$ cat src/design/dvrl_pkg.sv
`timescale 1ns / 1ps
`default_nettype none
// ----------------------------------------------------------------------------
// dvrl_pkg
// Shared widths, register indexes and the per-item status struct of the
// deja vu random loop.
// ----------------------------------------------------------------------------
package dvrl_pkg;

  localparam int LOOP_DEPTH_DEF = 16;

  localparam int WORD_W     = 32;
  localparam int SAMPLE_W   = 16;
  localparam int POS_W      = 4;
  localparam int AMT_W      = 17;
  localparam int LEN_W      = 5;
  localparam int PROB_W     = 33;
  localparam int CFG_IDX_W  = 2;
  localparam int CFG_DATA_W = 17;

  localparam int LEN_MAX   = 16;
  localparam int LEN_RESET = 8;

  localparam logic [AMT_W-1:0] AMT_ONE  = 17'd65536;
  localparam logic [AMT_W-1:0] AMT_HALF = 17'd32768;

  // Configuration register indexes.
  localparam logic [CFG_IDX_W-1:0] REG_AMOUNT = 2'd0;
  localparam logic [CFG_IDX_W-1:0] REG_LENGTH = 2'd1;

  // Status of one item as it leaves the decision logic.
  typedef struct packed {
    logic              mutated;
    logic              wr_en;
    logic [POS_W-1:0]  position;
  } step_info_t;

endpackage
`default_nettype wire

$ cat src/design/deja_vu_random_loop.sv
`timescale 1ns / 1ps
`default_nettype none
// ----------------------------------------------------------------------------
// deja_vu_random_loop
// Looping random sequence: each item of three random words yields one value
// replayed from, or freshly written into, a circular loop store.
// ----------------------------------------------------------------------------
//   Channel  Direction  Handshake              Payload
//   in       input      in_valid_i/in_ready_o    gate_word, fresh_word, jump_word
//   out      output     out_valid_o/out_ready_i  sample_value, position, mutated
//   cfg      input      cfg_valid_i/cfg_ready_o  cfg_index (0 amount, 1 length), cfg_data
//
// One item per cycle sustained while the result is not stalled. An item is
// held in the input register, then passes the decision logic and the store's
// registered read port into the result register, from which it is valid.
// Reset empties both registers and makes the store read as zero at once.
// A stalled result holds its register; the input register still takes one item.
// A register write waits while an item sits in the input register.
// ----------------------------------------------------------------------------
module deja_vu_random_loop #(
  parameter int LOOP_DEPTH = dvrl_pkg::LOOP_DEPTH_DEF
) (
  input  wire logic                            clk_i,
  input  wire logic                            rst_ni,
  input  wire logic                            in_valid_i,
  output logic                                 in_ready_o,
  input  wire logic [dvrl_pkg::WORD_W-1:0]     gate_word_i,
  input  wire logic [dvrl_pkg::WORD_W-1:0]     fresh_word_i,
  input  wire logic [dvrl_pkg::WORD_W-1:0]     jump_word_i,
  output logic                                 out_valid_o,
  input  wire logic                            out_ready_i,
  output logic      [dvrl_pkg::SAMPLE_W-1:0]   sample_value_o,
  output logic      [dvrl_pkg::POS_W-1:0]      position_o,
  output logic                                 mutated_o,
  input  wire logic                            cfg_valid_i,
  output logic                                 cfg_ready_o,
  input  wire logic [dvrl_pkg::CFG_IDX_W-1:0]  cfg_index_i,
  input  wire logic [dvrl_pkg::CFG_DATA_W-1:0] cfg_data_i
);

  localparam int AW = $clog2(LOOP_DEPTH);

  logic                          in_vld_q;
  logic [dvrl_pkg::WORD_W-1:0]   gate_q, fresh_q, jump_q;
  logic                          out_vld_q;
  logic [dvrl_pkg::POS_W-1:0]    pos_q;
  logic                          mut_q;
  logic                          advance;
  logic                          fire;
  dvrl_pkg::step_info_t          info;
  logic [AW-1:0]                 wr_addr;
  logic [AW-1:0]                 rd_addr;

  assign advance     = !out_vld_q || out_ready_i;
  assign fire        = in_vld_q && advance;
  assign in_ready_o  = !in_vld_q || advance;
  // A write never meets an item that updates the step in the same cycle.
  assign cfg_ready_o = !in_vld_q;

  always_ff @(posedge clk_i or negedge rst_ni) begin
    if (!rst_ni) begin
      in_vld_q <= 1'b0;
    end else if (in_ready_o) begin
      in_vld_q <= in_valid_i;
    end
  end

  always_ff @(posedge clk_i) begin
    if (in_valid_i && in_ready_o) begin
      gate_q  <= gate_word_i;
      fresh_q <= fresh_word_i;
      jump_q  <= jump_word_i;
    end
  end

  always_ff @(posedge clk_i or negedge rst_ni) begin
    if (!rst_ni) begin
      out_vld_q <= 1'b0;
    end else if (advance) begin
      out_vld_q <= in_vld_q;
    end
  end

  always_ff @(posedge clk_i) begin
    if (fire) begin
      pos_q <= info.position;
      mut_q <= info.mutated;
    end
  end

  dvrl_state #(
    .DEPTH (LOOP_DEPTH),
    .AW    (AW)
  ) u_state (
    .clk_i       (clk_i),
    .rst_ni      (rst_ni),
    .cfg_we_i    (cfg_valid_i && cfg_ready_o),
    .cfg_index_i (cfg_index_i),
    .cfg_data_i  (cfg_data_i),
    .fire_i      (fire),
    .gate_word_i (gate_q),
    .jump_word_i (jump_q),
    .info_o      (info),
    .wr_addr_o   (wr_addr),
    .rd_addr_o   (rd_addr)
  );

  dvrl_store #(
    .DEPTH (LOOP_DEPTH),
    .AW    (AW)
  ) u_store (
    .clk_i     (clk_i),
    .rst_ni    (rst_ni),
    .wr_en_i   (fire && info.wr_en),
    .wr_addr_i (wr_addr),
    .wr_data_i (fresh_q[dvrl_pkg::WORD_W-1 -: dvrl_pkg::SAMPLE_W]),
    .rd_en_i   (fire),
    .rd_addr_i (rd_addr),
    .rd_data_o (sample_value_o)
  );

  assign out_valid_o = out_vld_q;
  assign position_o  = pos_q;
  assign mutated_o   = mut_q;

endmodule
`default_nettype wire

$ cat src/design/dvrl_store.sv
`timescale 1ns / 1ps
`default_nettype none
// ----------------------------------------------------------------------------
// dvrl_store
// Circular loop store: one write port, one registered read port with
// write-first forwarding, and per-entry valid bits so that reset reads zero.
// ----------------------------------------------------------------------------
module dvrl_store #(
  parameter int DEPTH = dvrl_pkg::LOOP_DEPTH_DEF,
  parameter int AW    = $clog2(DEPTH)
) (
  input  wire logic                          clk_i,
  input  wire logic                          rst_ni,
  input  wire logic                          wr_en_i,
  input  wire logic [AW-1:0]                 wr_addr_i,
  input  wire logic [dvrl_pkg::SAMPLE_W-1:0] wr_data_i,
  input  wire logic                          rd_en_i,
  input  wire logic [AW-1:0]                 rd_addr_i,
  output logic      [dvrl_pkg::SAMPLE_W-1:0] rd_data_o
);

  logic [dvrl_pkg::SAMPLE_W-1:0] mem [DEPTH];
  logic [DEPTH-1:0]              vld_q;
  logic [dvrl_pkg::SAMPLE_W-1:0] rd_q;
  logic                          rd_vld_q;

  always_ff @(posedge clk_i) begin
    if (wr_en_i) begin
      mem[wr_addr_i] <= wr_data_i;
    end
  end

  always_ff @(posedge clk_i or negedge rst_ni) begin
    if (!rst_ni) begin
      vld_q <= '0;
    end else if (wr_en_i) begin
      vld_q[wr_addr_i] <= 1'b1;
    end
  end

  // A read of the entry written in the same cycle returns the new value.
  always_ff @(posedge clk_i) begin
    if (rd_en_i) begin
      if (wr_en_i && (wr_addr_i == rd_addr_i)) begin
        rd_q <= wr_data_i;
      end else begin
        rd_q <= mem[rd_addr_i];
      end
    end
  end

  always_ff @(posedge clk_i or negedge rst_ni) begin
    if (!rst_ni) begin
      rd_vld_q <= 1'b0;
    end else if (rd_en_i) begin
      rd_vld_q <= vld_q[rd_addr_i] || (wr_en_i && (wr_addr_i == rd_addr_i));
    end
  end

  assign rd_data_o = rd_vld_q ? rd_q : '0;

endmodule
`default_nettype wire

$ cat src/design/dvrl_state.sv
`timescale 1ns / 1ps
`default_nettype none
// ----------------------------------------------------------------------------
// dvrl_state
// Configuration registers, write head and step index. Decides per item
// whether it mutates, updates the loop state and computes the read slot.
// ----------------------------------------------------------------------------
module dvrl_state #(
  parameter int DEPTH = dvrl_pkg::LOOP_DEPTH_DEF,
  parameter int AW    = $clog2(DEPTH)
) (
  input  wire logic                            clk_i,
  input  wire logic                            rst_ni,
  input  wire logic                            cfg_we_i,
  input  wire logic [dvrl_pkg::CFG_IDX_W-1:0]  cfg_index_i,
  input  wire logic [dvrl_pkg::CFG_DATA_W-1:0] cfg_data_i,
  input  wire logic                            fire_i,
  input  wire logic [dvrl_pkg::WORD_W-1:0]     gate_word_i,
  input  wire logic [dvrl_pkg::WORD_W-1:0]     jump_word_i,
  output dvrl_pkg::step_info_t                 info_o,
  output logic      [AW-1:0]                   wr_addr_o,
  output logic      [AW-1:0]                   rd_addr_o
);

  localparam int LEN_W  = dvrl_pkg::LEN_W;
  localparam int POS_W  = dvrl_pkg::POS_W;
  localparam int SW     = $clog2(2 * DEPTH + dvrl_pkg::LEN_MAX) + 1;
  localparam int LEN_RST = (DEPTH < dvrl_pkg::LEN_RESET) ? DEPTH : dvrl_pkg::LEN_RESET;

  logic [dvrl_pkg::PROB_W-1:0] prob_q, prob_d;
  logic                        low_q, low_d;
  logic [LEN_W-1:0]            len_q;
  logic [AW-1:0]               head_q, head_d;
  logic [POS_W-1:0]            step_q, step_d;

  logic [dvrl_pkg::AMT_W-1:0]  amt_clamp;
  logic [dvrl_pkg::AMT_W:0]    amt_twice;
  logic [dvrl_pkg::AMT_W-1:0]  dist_mag;
  logic [2*dvrl_pkg::AMT_W-1:0] dist_sq;
  logic [LEN_W-1:0]            len_new;
  logic                        len_ok;
  logic                        mutate;
  logic [dvrl_pkg::WORD_W+LEN_W-1:0] jump_prod;
  logic [LEN_W-1:0]            step_inc;
  logic [SW-1:0]               slot_sum;

  // Remainder of a step index by a loop length, by restoring division.
  function automatic logic [POS_W-1:0] len_mod(input logic [POS_W-1:0] s,
                                               input logic [LEN_W-1:0] l);
    logic [LEN_W-1:0] r;
    r = '0;
    for (int i = POS_W - 1; i >= 0; i--) begin
      r = {r[LEN_W-2:0], s[i]};
      if (r >= l) begin
        r = r - l;
      end
    end
    return r[POS_W-1:0];
  endfunction

  // Mutation probability |2a - 1|^2 as a Q1.32 value, held with the amount.
  always_comb begin
    amt_clamp = (cfg_data_i[dvrl_pkg::AMT_W-1:0] > dvrl_pkg::AMT_ONE) ?
                dvrl_pkg::AMT_ONE : cfg_data_i[dvrl_pkg::AMT_W-1:0];
    amt_twice = {amt_clamp, 1'b0};
    if (amt_twice >= {1'b0, dvrl_pkg::AMT_ONE}) begin
      dist_mag = dvrl_pkg::AMT_W'(amt_twice - {1'b0, dvrl_pkg::AMT_ONE});
    end else begin
      dist_mag = dvrl_pkg::AMT_W'({1'b0, dvrl_pkg::AMT_ONE} - amt_twice);
    end
    dist_sq = dist_mag * dist_mag;
    prob_d  = dist_sq[dvrl_pkg::PROB_W-1:0];
    low_d   = (amt_clamp <= dvrl_pkg::AMT_HALF);
  end

  assign len_new = cfg_data_i[LEN_W-1:0];
  assign len_ok  = (len_new != '0) && (int'(len_new) <= dvrl_pkg::LEN_MAX) &&
                   (int'(len_new) <= DEPTH);

  assign mutate    = ({1'b0, gate_word_i} < prob_q);
  assign jump_prod = jump_word_i * len_q;
  assign step_inc  = {1'b0, step_q} + 1'b1;

  always_comb begin
    head_d = head_q;
    if (mutate && low_q) begin
      head_d = (head_q == AW'(DEPTH - 1)) ? '0 : head_q + 1'b1;
      step_d = POS_W'(len_q - 1'b1);
    end else if (mutate) begin
      step_d = jump_prod[dvrl_pkg::WORD_W +: POS_W];
    end else begin
      step_d = (step_inc >= len_q) ? '0 : step_inc[POS_W-1:0];
    end
  end

  // Slot = (head + DEPTH - length + step) mod DEPTH; the sum stays below 2*DEPTH.
  always_comb begin
    slot_sum = SW'(head_d) + SW'(DEPTH) + SW'(step_d) - SW'(len_q);
    if (slot_sum >= SW'(DEPTH)) begin
      slot_sum = slot_sum - SW'(DEPTH);
    end
  end

  assign rd_addr_o        = slot_sum[AW-1:0];
  assign wr_addr_o        = head_q;
  assign info_o.mutated   = mutate;
  assign info_o.wr_en     = mutate && low_q;
  assign info_o.position  = step_d;

  always_ff @(posedge clk_i or negedge rst_ni) begin
    if (!rst_ni) begin
      prob_q <= {1'b1, {(dvrl_pkg::PROB_W-1){1'b0}}};
      low_q  <= 1'b1;
      len_q  <= LEN_W'(LEN_RST);
      head_q <= '0;
      step_q <= '0;
    end else if (fire_i) begin
      head_q <= head_d;
      step_q <= step_d;
    end else if (cfg_we_i) begin
      if (cfg_index_i == dvrl_pkg::REG_AMOUNT) begin
        prob_q <= prob_d;
        low_q  <= low_d;
      end else if ((cfg_index_i == dvrl_pkg::REG_LENGTH) && len_ok) begin
        len_q  <= len_new;
        step_q <= len_mod(step_q, len_new);
      end
    end
  end

endmodule
`default_nettype wire
$ cat config.mk
export PLATFORM = sky130hd
export DESIGN_NAME = deja_vu_random_loop
export DESIGN_NICKNAME = d
export VERILOG_FILES = /design/src/design/dvrl_pkg.sv /design/src/design/deja_vu_random_loop.sv /design/src/design/dvrl_store.sv /design/src/design/dvrl_state.sv
export SDC_FILE = /design/constraint.sdc
export NUM_CORES = 1
export LEC_CHECK = 0
export ABC_CLOCK_PERIOD_IN_PS = 10700
export BUFFER_PORTS_ARGS = -buffer_cell sky130_fd_sc_hd__clkbuf_2
export CORE_MARGIN = 2
export CORE_UTILIZATION = 24
export CTS_CLUSTER_SIZE = 30
export DETAILED_ROUTE_END_ITERATION = 6
export PLACE_DENSITY = 0.39
export REMOVE_ABC_BUFFERS = 1
export SYNTH_ARGS = -nofsm -noshare
export SYNTH_HDL_FRONTEND = slang
export SYNTH_SLANG_ARGS = --single-unit
$ cat constraint.sdc
create_clock -name clk_i -period 10.7 [get_ports clk_i]
set_clock_uncertainty 0.1 [all_clocks]
set_input_delay 1.605 -clock clk_i [delete_from_list [all_inputs] [get_ports clk_i]]
set_output_delay 1.605 -clock clk_i [all_outputs]
set_load 0.01 [all_outputs]
# --- Word-level counts from Yosys, hierarchy flattened ---
# Memory sizes are Yosys's and may differ from the RTL's. A register that Yosys moved wholly into a read port is not among the register bits.
# Cells that the tools add are included.
word_totals:
  ff_bits: 167
  ramBits: 256
  in_bits: 120
  elab_cells: 111
  mem_count: 1
classes:
  add_sub_neg: 13
  mul: 2
  n_lt_le_gt_ge: 14
  eq_ne: 4
  muxes: 35
  bitwise: 3
  n_reduce_logical: 24
memory_table:
  columns: ["name", "depth", "word_bits", "read_ports", "rd_ports_with_merged_regs", "wr", "line", "text"]
  rows:
  - ["u_store.mem", 16, 16, 1, 1, 1, "dvrl_store.sv:22", "logic [dvrl_pkg::SAMPLE_W-1:0] mem [DEPTH];"]
op_table:
  columns: ["op", "count"]
  rows:
  - ["2-to-1 mux 4 bit", 26]
  - ["multiplier 32 x 5 -> 36 bit", 1]
  - ["2-to-1 mux 17 bit", 2]
  - ["less-than comparator 32 x 33 -> 1 bit", 1]
  - ["multiplier 17 x 17 -> 33 bit", 1]
  - ["greater-or-equal comparator 5 bit", 4]
  - ["greater-or-equal comparator 18 x 17 -> 1 bit (second input constant)", 1]
  - ["> comparator 17 bit (second input constant)", 1]
  - ["less-or-equal comparator 17 x 16 -> 1 bit (second input constant)", 1]
  - ["subtractor 17 bit (first input constant)", 1]
  - ["subtractor 17 bit (second input constant)", 1]
  - ["2-to-1 mux 16 bit", 1]
  - ["OR 16 bit", 1]
  - ["subtractor 4 bit", 3]
  - ["logical AND 1 bit", 10]
  - ["less-than comparator 4 x 5 -> 1 bit (second input constant)", 2]
  - ["AND reduction 4 bit", 2]
  - ["subtractor 4 x 1 -> 4 bit (second input constant)", 2]
  - ["adder 7 x 4 -> 7 bit", 1]
  - ["greater-or-equal comparator 7 x 5 -> 1 bit (second input constant)", 1]
  - ["subtractor 7 x 5 -> 7 bit", 1]
  - ["adder 4 x 5 -> 6 bit (second input constant)", 1]
  - ["AND reduction 3 bit", 2]
  - ["nonzero test 2 bit", 3]
  - ["other kinds (18)", 25]

# --- Longest topological paths before layout ---
# Gate-level depths: netlist of the first run.
depth:
  ltp_word: 26
  depth_mapped: 37

# --- Cells and area by module ---
# Synthesis of the first run repeated with hierarchy kept, for this count alone.
unflattened:
  hier_cells: 2377
  area_unflattened_um2: 29117.9
by_module_without_submodules:
  columns: ["module", "instances", "cells_each", "area_per_inst_um2", "seq_area_each_um2"]
  rows:
  - ["dvrl_state", 1, 1766, 15095.7, 1104.8]
  - ["dvrl_store", 1, 515, 11362.1, 8593.2]
  - ["deja_vu_random_loop", 1, 96, 2660.1, 2602.5]

# --- Worst setup path before layout of the first run ---
# Ideal clock, no wire load.
synth_timing:
  kind: "input to register"
  from: "in cfg_data_i[2] in the netlist's numbering"
  to: "reg u_state.prob_q[32] in the netlist's numbering"
  setup_time_ns: 0.079
  arrival_time_ns: 9.736
  slack_ns: 0.785
  path_stages: 35
  cell_sequence: "or3_1 -> clkbuf_1 -> or4_1 -> nor3_1 -> nand2b_1 -> nor3_1 -> and4bb_2 -> nand2b_1 -> nand2_1 -> xor2_1 -> clkinv_1 -> nand2_1 -> inv_1 -> fa_1 -> fa_1 -> inv_1 -> fa_1 -> inv_1 -> fa_1 -> fa_1 -> inv_1 -> fa_1 -> inv_1 -> ha_1 -> a21o_1 -> a21o_1 -> a21o_1 -> a311o_1 -> and2_0 -> a31oi_1 -> a31oi_1 -> a21o_1 -> o31ai_1 -> xnor2_1 -> o21ai_0"
synth_via:
  elab_chain_len: 5
  elab_cells_between_ends: 7
  cone_classes: "2 x add/sub; 1 x mul; 2 x order compare; 2 x mux"
synth_rtl:
  columns: ["element", "line", "text"]
  rows:
  - ["start, declared", "deja_vu_random_loop.sv:38", "input wire logic [dvrl_pkg::CFG_DATA_W-1:0] cfg_data_i"]
  - ["> comparator 17 bit", "dvrl_state.sv:63", "amt_clamp = (cfg_data_i[dvrl_pkg::AMT_W-1:0] > dvrl_pkg::AMT_ONE) ?"]
  - ["2-to-1 mux 17 bit *", "dvrl_state.sv:63", null]
  - ["subtractor 17 bit (tied with other cells)", "dvrl_state.sv:69", "dist_mag = dvrl_pkg::AMT_W'({1'b0, dvrl_pkg::AMT_ONE} - amt_twice);"]
  - ["2-to-1 mux 17 bit *", "dvrl_state.sv:66", "if (amt_twice >= {1'b0, dvrl_pkg::AMT_ONE}) begin"]
  - ["multiplier 17 x 17 -> 33 bit *", "dvrl_state.sv:71", "dist_sq = dist_mag * dist_mag;"]
  - ["end signal, assigned", "dvrl_state.sv:112", "prob_q <= {1'b1, {(dvrl_pkg::PROB_W-1){1'b0}}};"]
  - ["end signal, assigned", "dvrl_state.sv:122", "prob_q <= prob_d;"]
  - ["end, declared", "dvrl_state.sv:30", "logic [dvrl_pkg::PROB_W-1:0] prob_q, prob_d;"]
# Mark *: on every way between the ends. The rest lies on a longest branch, timed or not.
# A chain may end at the register's enable or synchronous reset.

# --- Worst setup path in the final report of the first run ---
layout_timing:
  from: "in cfg_data_i[3] in the netlist's numbering"
  to: "reg u_state.prob_q[32] in the netlist's numbering"
# The elaborated chain is that of the path after synthesis.

==> out/metrics.yaml, run 1 <==
slowest_delay_ns: 0.59
max_freq_mhz: 102
hold_viol_final: 0
cts_htree_levels: 2
setup.worst_path.end_class: "register"
grt_setup_unrepaired: "no"
routed_wl_mm: 77.4
grt_max_degree: 65
cts_hold_buf: 0
post_cts_buffers: 0
grt_util_all_layers_pct: 12.7
final.setup.tns_ns: 0
syn_inst: 2413
core_um2: 120000
crit_required_ns: 11.15
relSlewSlack_pct: 25.7
yosysUniqueCellTypes: 76
cp-start-kind: "input port"
hp-class: "register to register"
drive_gt1_share_pct: 15.9
synth_ff_type: "edfxtp_1"
nets: 3172
cts_buffers: 53
port_buffers: 125
clockRootBuffer: "clkbuf_16"
gp_congestion: 0.792
grt_pass1_vias: 19900
drt_iter0_drc: 943
worst_skew_pair.late_latency_ns: 0.66
post_drt_wl_per_cell_um: 18.3
cts_sinks: 418
post_cts_resized: 0
crit_slowest_cell: "fa_1"
synth-seq-cells: 418
drt_pass1_iterations: 5
num_rows: 127
antenna_left: 0
die_h_um: 353
crit_type: "input port to register"
start_util_pct: 24.3
cts_buffer_depth: 3
maxCapViolations: 0
drc_errors: 0
worst_pin_slew_ns: 1.11
period_share_pct: 91.7
syn_area_um2: 29200
use_met1_pct: 17.4
io_pins: 144
routed-via-count: 18200
maxSlewViolCount: 0
die_area_um2: 124000
cts_tree: "done"
grt_use_met3_pct: 1.97
syn_to_final_growth_pct: 15.5
fp.dieW_um: 353
async_flop_share_pct: 15.1
yosysWarningCount: 0
cp_max_fo: 7
setup_viol: 0
grt.busiest_layer: "met2"
period_minus_slack_ns: 9.81
grt_use_met2_pct: 20.9
outcome: "complete, no violations"
cpMostUsedCell: "fa_1"
synth.avg_cell_area_um2: 12.1
yosysSeqAreaShare_pct: 41.9
viasPerCell: 4.29
synth-edff-count: 355
grt_pass1_wl_mm: 122
antenna_found_initial: 1
hpwl_mm: 54.8
overflow: 0
path_clk_slew_ns: 0.06
critPathArrivalTime_ns: 10.26
[metal layers]
metal	share of wire [%]	routed length, um
met4	2.4	1840
met5	0.017	13
met3	3.4	2650
met1	47	36100
met2	48	36900
[cells by family after synthesis]
kind of cell	count (synthesis)	share of synthesized area, %
buffers and inverters	466	6.08
muxes	121	7.26
other	2	0.0257
and+or+nand+nor	566	9.03
adders and majority gates	470	26.8
AOI/OAI and AO/OA	301	6.71
DFF	418	41.9
xor gates and xnor gates	69	2.19
[sequential cells by signal, indices dropped and copies added (netlist names)]
| register | cells |
|---|---|
| fresh_q | 16 |
| out_valid_o | 1 |
| jump_q | 32 |
| u_store.vld_q | 16 |
| u_state.step_q | 4 |
| u_state.prob_q | 30 |
| u_store.rd_q | 16 |
| gate_q | 30 |
| in_vld_q | 1 |
| u_state.wr_addr_o | 4 |
| u_store.rd_vld_q | 1 |
| position_o | 4 |
| mutated_o | 1 |
| u_store.mem | 256 |
| u_state.len_q | 5 |
| u_state.low_q | 1 |
[cells in the final DEF, fill, tap and decap left out, drive strengths merged, types with 33 or more instances in the layout]
cell / instances
a21oi: 54
buf: 61
ha: 213
clkbuf: 189
xnor2: 40
nor2: 107
clkinv: 34
inv: 380
dfrtp: 60
mux4: 68
a21o: 46
and2: 83
o21ai: 84
mux2: 42
nand2: 257
o22ai: 33
edfxtp: 355
fa: 257
[through the flow]
| stage | worst slack (ns) | instance area [um^2] | std cells | utilization, % | hold WS [ns] |
|---|---|---|---|---|---|
| floorplan | 0.726 | 28900 | 2342 | - | 0.334 |
| global placement | 0.150 | 32100 | 4139 | 26.7 | 0.347 |
| detailed placement | 0.163 | 32100 | 4139 | 26.7 | 0.350 |
| CTS | 0.817 | 33700 | 4235 | 28.0 | 0.366 |
| global route | 0.139 | 33700 | 4235 | 28.0 | 0.378 |
| finish | 0.891 | 33700 | 4236 | 28.0 | 0.365 |
[cell usage after synthesis (all sizes together) (3+ instances only)]
| master | instances | area (um^2) |
|---|---|---|
| nand2 | 257 | 967 |
| a31o | 5 | 43.8 |
| buf | 15 | 81.3 |
| dfstp | 3 | 78.8 |
| nor2 | 107 | 404 |
| or2 | 24 | 150 |
| nor3b | 4 | 30.0 |
| fa | 257 | 5140 |
| and2 | 83 | 519 |
| clkinv | 8 | 30.0 |
| clkbuf | 65 | 244 |
| and3 | 7 | 43.8 |
| nor3 | 24 | 120 |
| o41ai | 3 | 26.3 |
| nor4 | 3 | 18.8 |
| a211oi | 12 | 115 |
| o31ai | 8 | 60.1 |
| nor4b | 4 | 35.0 |
| ha | 213 | 2670 |
| mux2 | 42 | 473 |
| xor2 | 27 | 244 |
| a21o | 46 | 345 |
| and4 | 3 | 26.3 |
| a21boi | 5 | 37.5 |
| o211ai | 3 | 22.5 |
| nor2b | 10 | 62.6 |
| mux4 | 68 | 1530 |
| xnor2 | 40 | 350 |
| mux2i | 11 | 114 |
| a22o | 4 | 35.0 |
| nand3 | 5 | 25.0 |
| dfrtp | 60 | 1500 |
| o21a | 9 | 67.6 |
| o22ai | 33 | 206 |
| nand2b | 16 | 100 |
| inv | 378 | 1420 |
| o21ai | 84 | 420 |
| a31oi | 7 | 43.8 |
| edfxtp | 355 | 10700 |
| a21oi | 54 | 282 |
| a2111oi | 8 | 76.3 |
| nand4 | 12 | 75.1 |
[layout make-up]
class | instances | area [um^2]
fillers | 12500 | 86600
diodes | 1 | 2.50
flip-flops and latches | 418 | 12200
repair buffers | 185 | 1080
well taps | 1612 | 2020
clock buffers | 65 | 1430
clock inverters | 31 | 189
inverters | 386 | 1450
multi-input cells | 1538 | 15300
[path summary, 6_finish.rpt]
kind                                        start                 end  slack, ns  depth (start not counted)
worst min-delay path            u_store.vld_q[10]   u_store.vld_q[10]       0.37                          1
worst min register to register  u_store.vld_q[10]   u_store.vld_q[10]       0.37                          1
max in group asynchronous                  rst_ni    u_store.vld_q[2]       8.81                          1
worst max register to register   u_state.len_q[4]     u_store.rd_q[1]       1.42                         25
min in group asynchronous                  rst_ni  u_state.prob_q[20]       1.01                          1
worst max-delay path                cfg_data_i[3]  u_state.prob_q[32]       0.89                         34
[worst max-delay path: cells and delay by family]
| family | cells | cell delay (ns) |
|---|---|---|
| adders and majority gates | 7 | 3.37 |
| and+or+nand+nor | 10 | 2.28 |
| AOI/OAI and AO/OA | 9 | 2.00 |
| buffers and inverters | 6 | 0.72 |
| xor gates and xnor gates | 2 | 0.27 |
Power of run 1 is not shown: default switching activity piles up to over one toggle a cycle in this logic, so the estimate is an artifact.
==> inputs of run 2 (changes only) <==
Settings changed: ABC_CLOCK_PERIOD_IN_PS 10700 to default, PLACE_DENSITY 0.39 to 0.4.
Clock period 10.7 ns to 8.5 ns, I/O delays scaled along.
==> out/metrics.yaml, run 2 (synthesis gave the netlist of run 1 again) <==
outcome: "complete, no violations"
syn_to_final_growth_pct: 24.6
period_minus_slack_ns: 8.47
post_drt_wl_per_cell_um: 17.9  # -2.1%
hpwl_mm: 57.2  # +4.4%
top_register: "u_store.mem"
crit_buf_inv: 7  # +1
grt_pass1_wl_mm: 124  # +1.7%
final_cell_mix: "362 x inv_1, 355 x edfxtp_1, 242 x fa_1"
crit_slowest_cell: "fa_2"
finalInstanceArea_um2: 36400  # +7.8%
overflow: 0  # unchanged
fp.dieW_um: 353  # unchanged
cts_sinks: 418  # unchanged
dpl_cell_area_um2: 33500  # +4.3%
hp-class: "register to register"
cp-start-kind: "input port"
reg_top3: "u_store.mem x256, jump_q x32"
maxCapViolations: 0  # unchanged
routed_wl_mm: 79.5  # +2.7%
nFillCells: 12300  # -1.2%
gp_congestion: 0.801  # +1.1%
worst_pin_slew_ns: 1.12  # +0.00481 ns
antenna_left: 0  # unchanged
path_clk_slew_ns: 0.07  # about the same
clockRootBuffer: "clkbuf_16"
drt_pass1_iterations: 5  # unchanged
critPathArrivalTime_ns: 8.92  # -1.34 ns
antenna_found_initial: 0  # -1
grt_setup_unrepaired: "yes"
drc_errors: 0  # unchanged
routed-via-count: 19200  # +5.5%
grt_util_all_layers_pct: 12.8  # +0.13 points
critPathTopFamily: "adder cells"
max_freq_mhz: 118
drive_gt1_share_pct: 26.4  # +11 points
register_area_um2: 12200  # unchanged
num_rows: 127  # unchanged
period_share_pct: 99.7
core_um2: 120000  # unchanged
cts_htree_levels: 2  # unchanged
multiInputGateArea_um2: 15900  # +3.9%
cp_max_fo: 4  # -3
setup_viol: 0  # unchanged
cts_buffer_depth: 3  # unchanged
nets: 3381  # +6.6%
die_h_um: 353  # unchanged
drt_iter0_drc: 1068  # +13%
port_buffers: 125  # unchanged
slowest_delay_ns: 0.60  # about the same
diodes: 0  # -1
largest_register_ffs: 256  # unchanged
maxSlewViolCount: 0  # unchanged
cts_tree: "done"
hold_viol_final: 0  # unchanged
worst_skew_pair.late_latency_ns: 0.64  # -0.02 ns
layout_commonest_cell: "inv_1"
grt_max_degree: 65  # unchanged
crit_type: "input port to register"
start_util_pct: 24.3  # unchanged
cts_buffers: 52  # -1.9%
crit_required_ns: 8.94  # -2.21 ns
cpMostUsedCell: "fa_1"
grt_pass1_vias: 21000  # +5.8%
die_area_um2: 124000  # unchanged
relSlewSlack_pct: 24.4  # -1.3 points
setup.worst_path.end_class: "register"
io_pins: 144  # unchanged
viasPerCell: 4.31  # +0.48%
-- run 2: cell types whose count changed in the layout (fill, tap and decap cells not counted), sizes merged --
cell      change
inv           +7
buf         +210
clkinv       -13
clkinvlp      -1
diode         -1
bufinv        +8
-- run 2: cell type report --
class                           count  share of cell area, %
Inverter                          386                   4.01
Multi-Input combinational cell   1538                   43.8
Tap cell                         1612                   5.55
Timing Repair Buffer              395                   8.08
Clock inverter                     32                   1.15
Sequential cell                   418                   33.7
Clock buffer                       65                   3.77
-- run 2: path summary, 6_finish.rpt --
| path | start | to | slack, ns | cells after the start |
|---|---|---|---|---|
| max reg2reg | u_state.len_q[3] | u_store.rd_q[10] | 0.52 | 32 |
| min in group asynchronous | rst_ni | u_state.prob_q[31] | 0.41 | 1 |
| min | u_store.vld_q[4] | u_store.vld_q[4] | 0.36 | 1 |
| min reg2reg | u_store.vld_q[4] | u_store.vld_q[4] | 0.36 | 1 |
| max in group asynchronous | rst_ni | u_store.vld_q[0] | 6.83 | 2 |
| max | cfg_data_i[4] | u_state.prob_q[32] | 0.03 | 34 |
-- run 2: layer usage --
metal  global-route usage (%)  wire length [um]
met3                     2.10              2910
met5                        0                 0
met2                     21.1             37700
met4                     3.69              2280
met1                     17.4             36700
-- run 2: through the flow --
step	utilization [%]	TNS, ns	instances	hold slack, ns	setup WS, ns
after detailed placement	27.8	-19.46	4312	0.349	-1.39
after floorplan	-	-15.31	2342	0.334	-1.14
after global placement	27.8	-17.85	4312	0.346	-1.28
after CTS	29.8	-0.227	4423	0.363	-0.0908
final	30.2	0	4446	0.365	0.0273
after global routing	30.2	-1.95	4446	0.376	-0.292
-- run 2: timing repair --
item | CTS | global route
hold endpoints to repair | 0 | 0
buffers inserted | 14 | 22
setup endpoints to repair | 17 | 35
pin swaps | 87 | 47
hold buffers | 0 | 0
gates cloned | 0 | 2
gates resized for setup | 120 | 75
Power of run 2 is left out for the same reason.
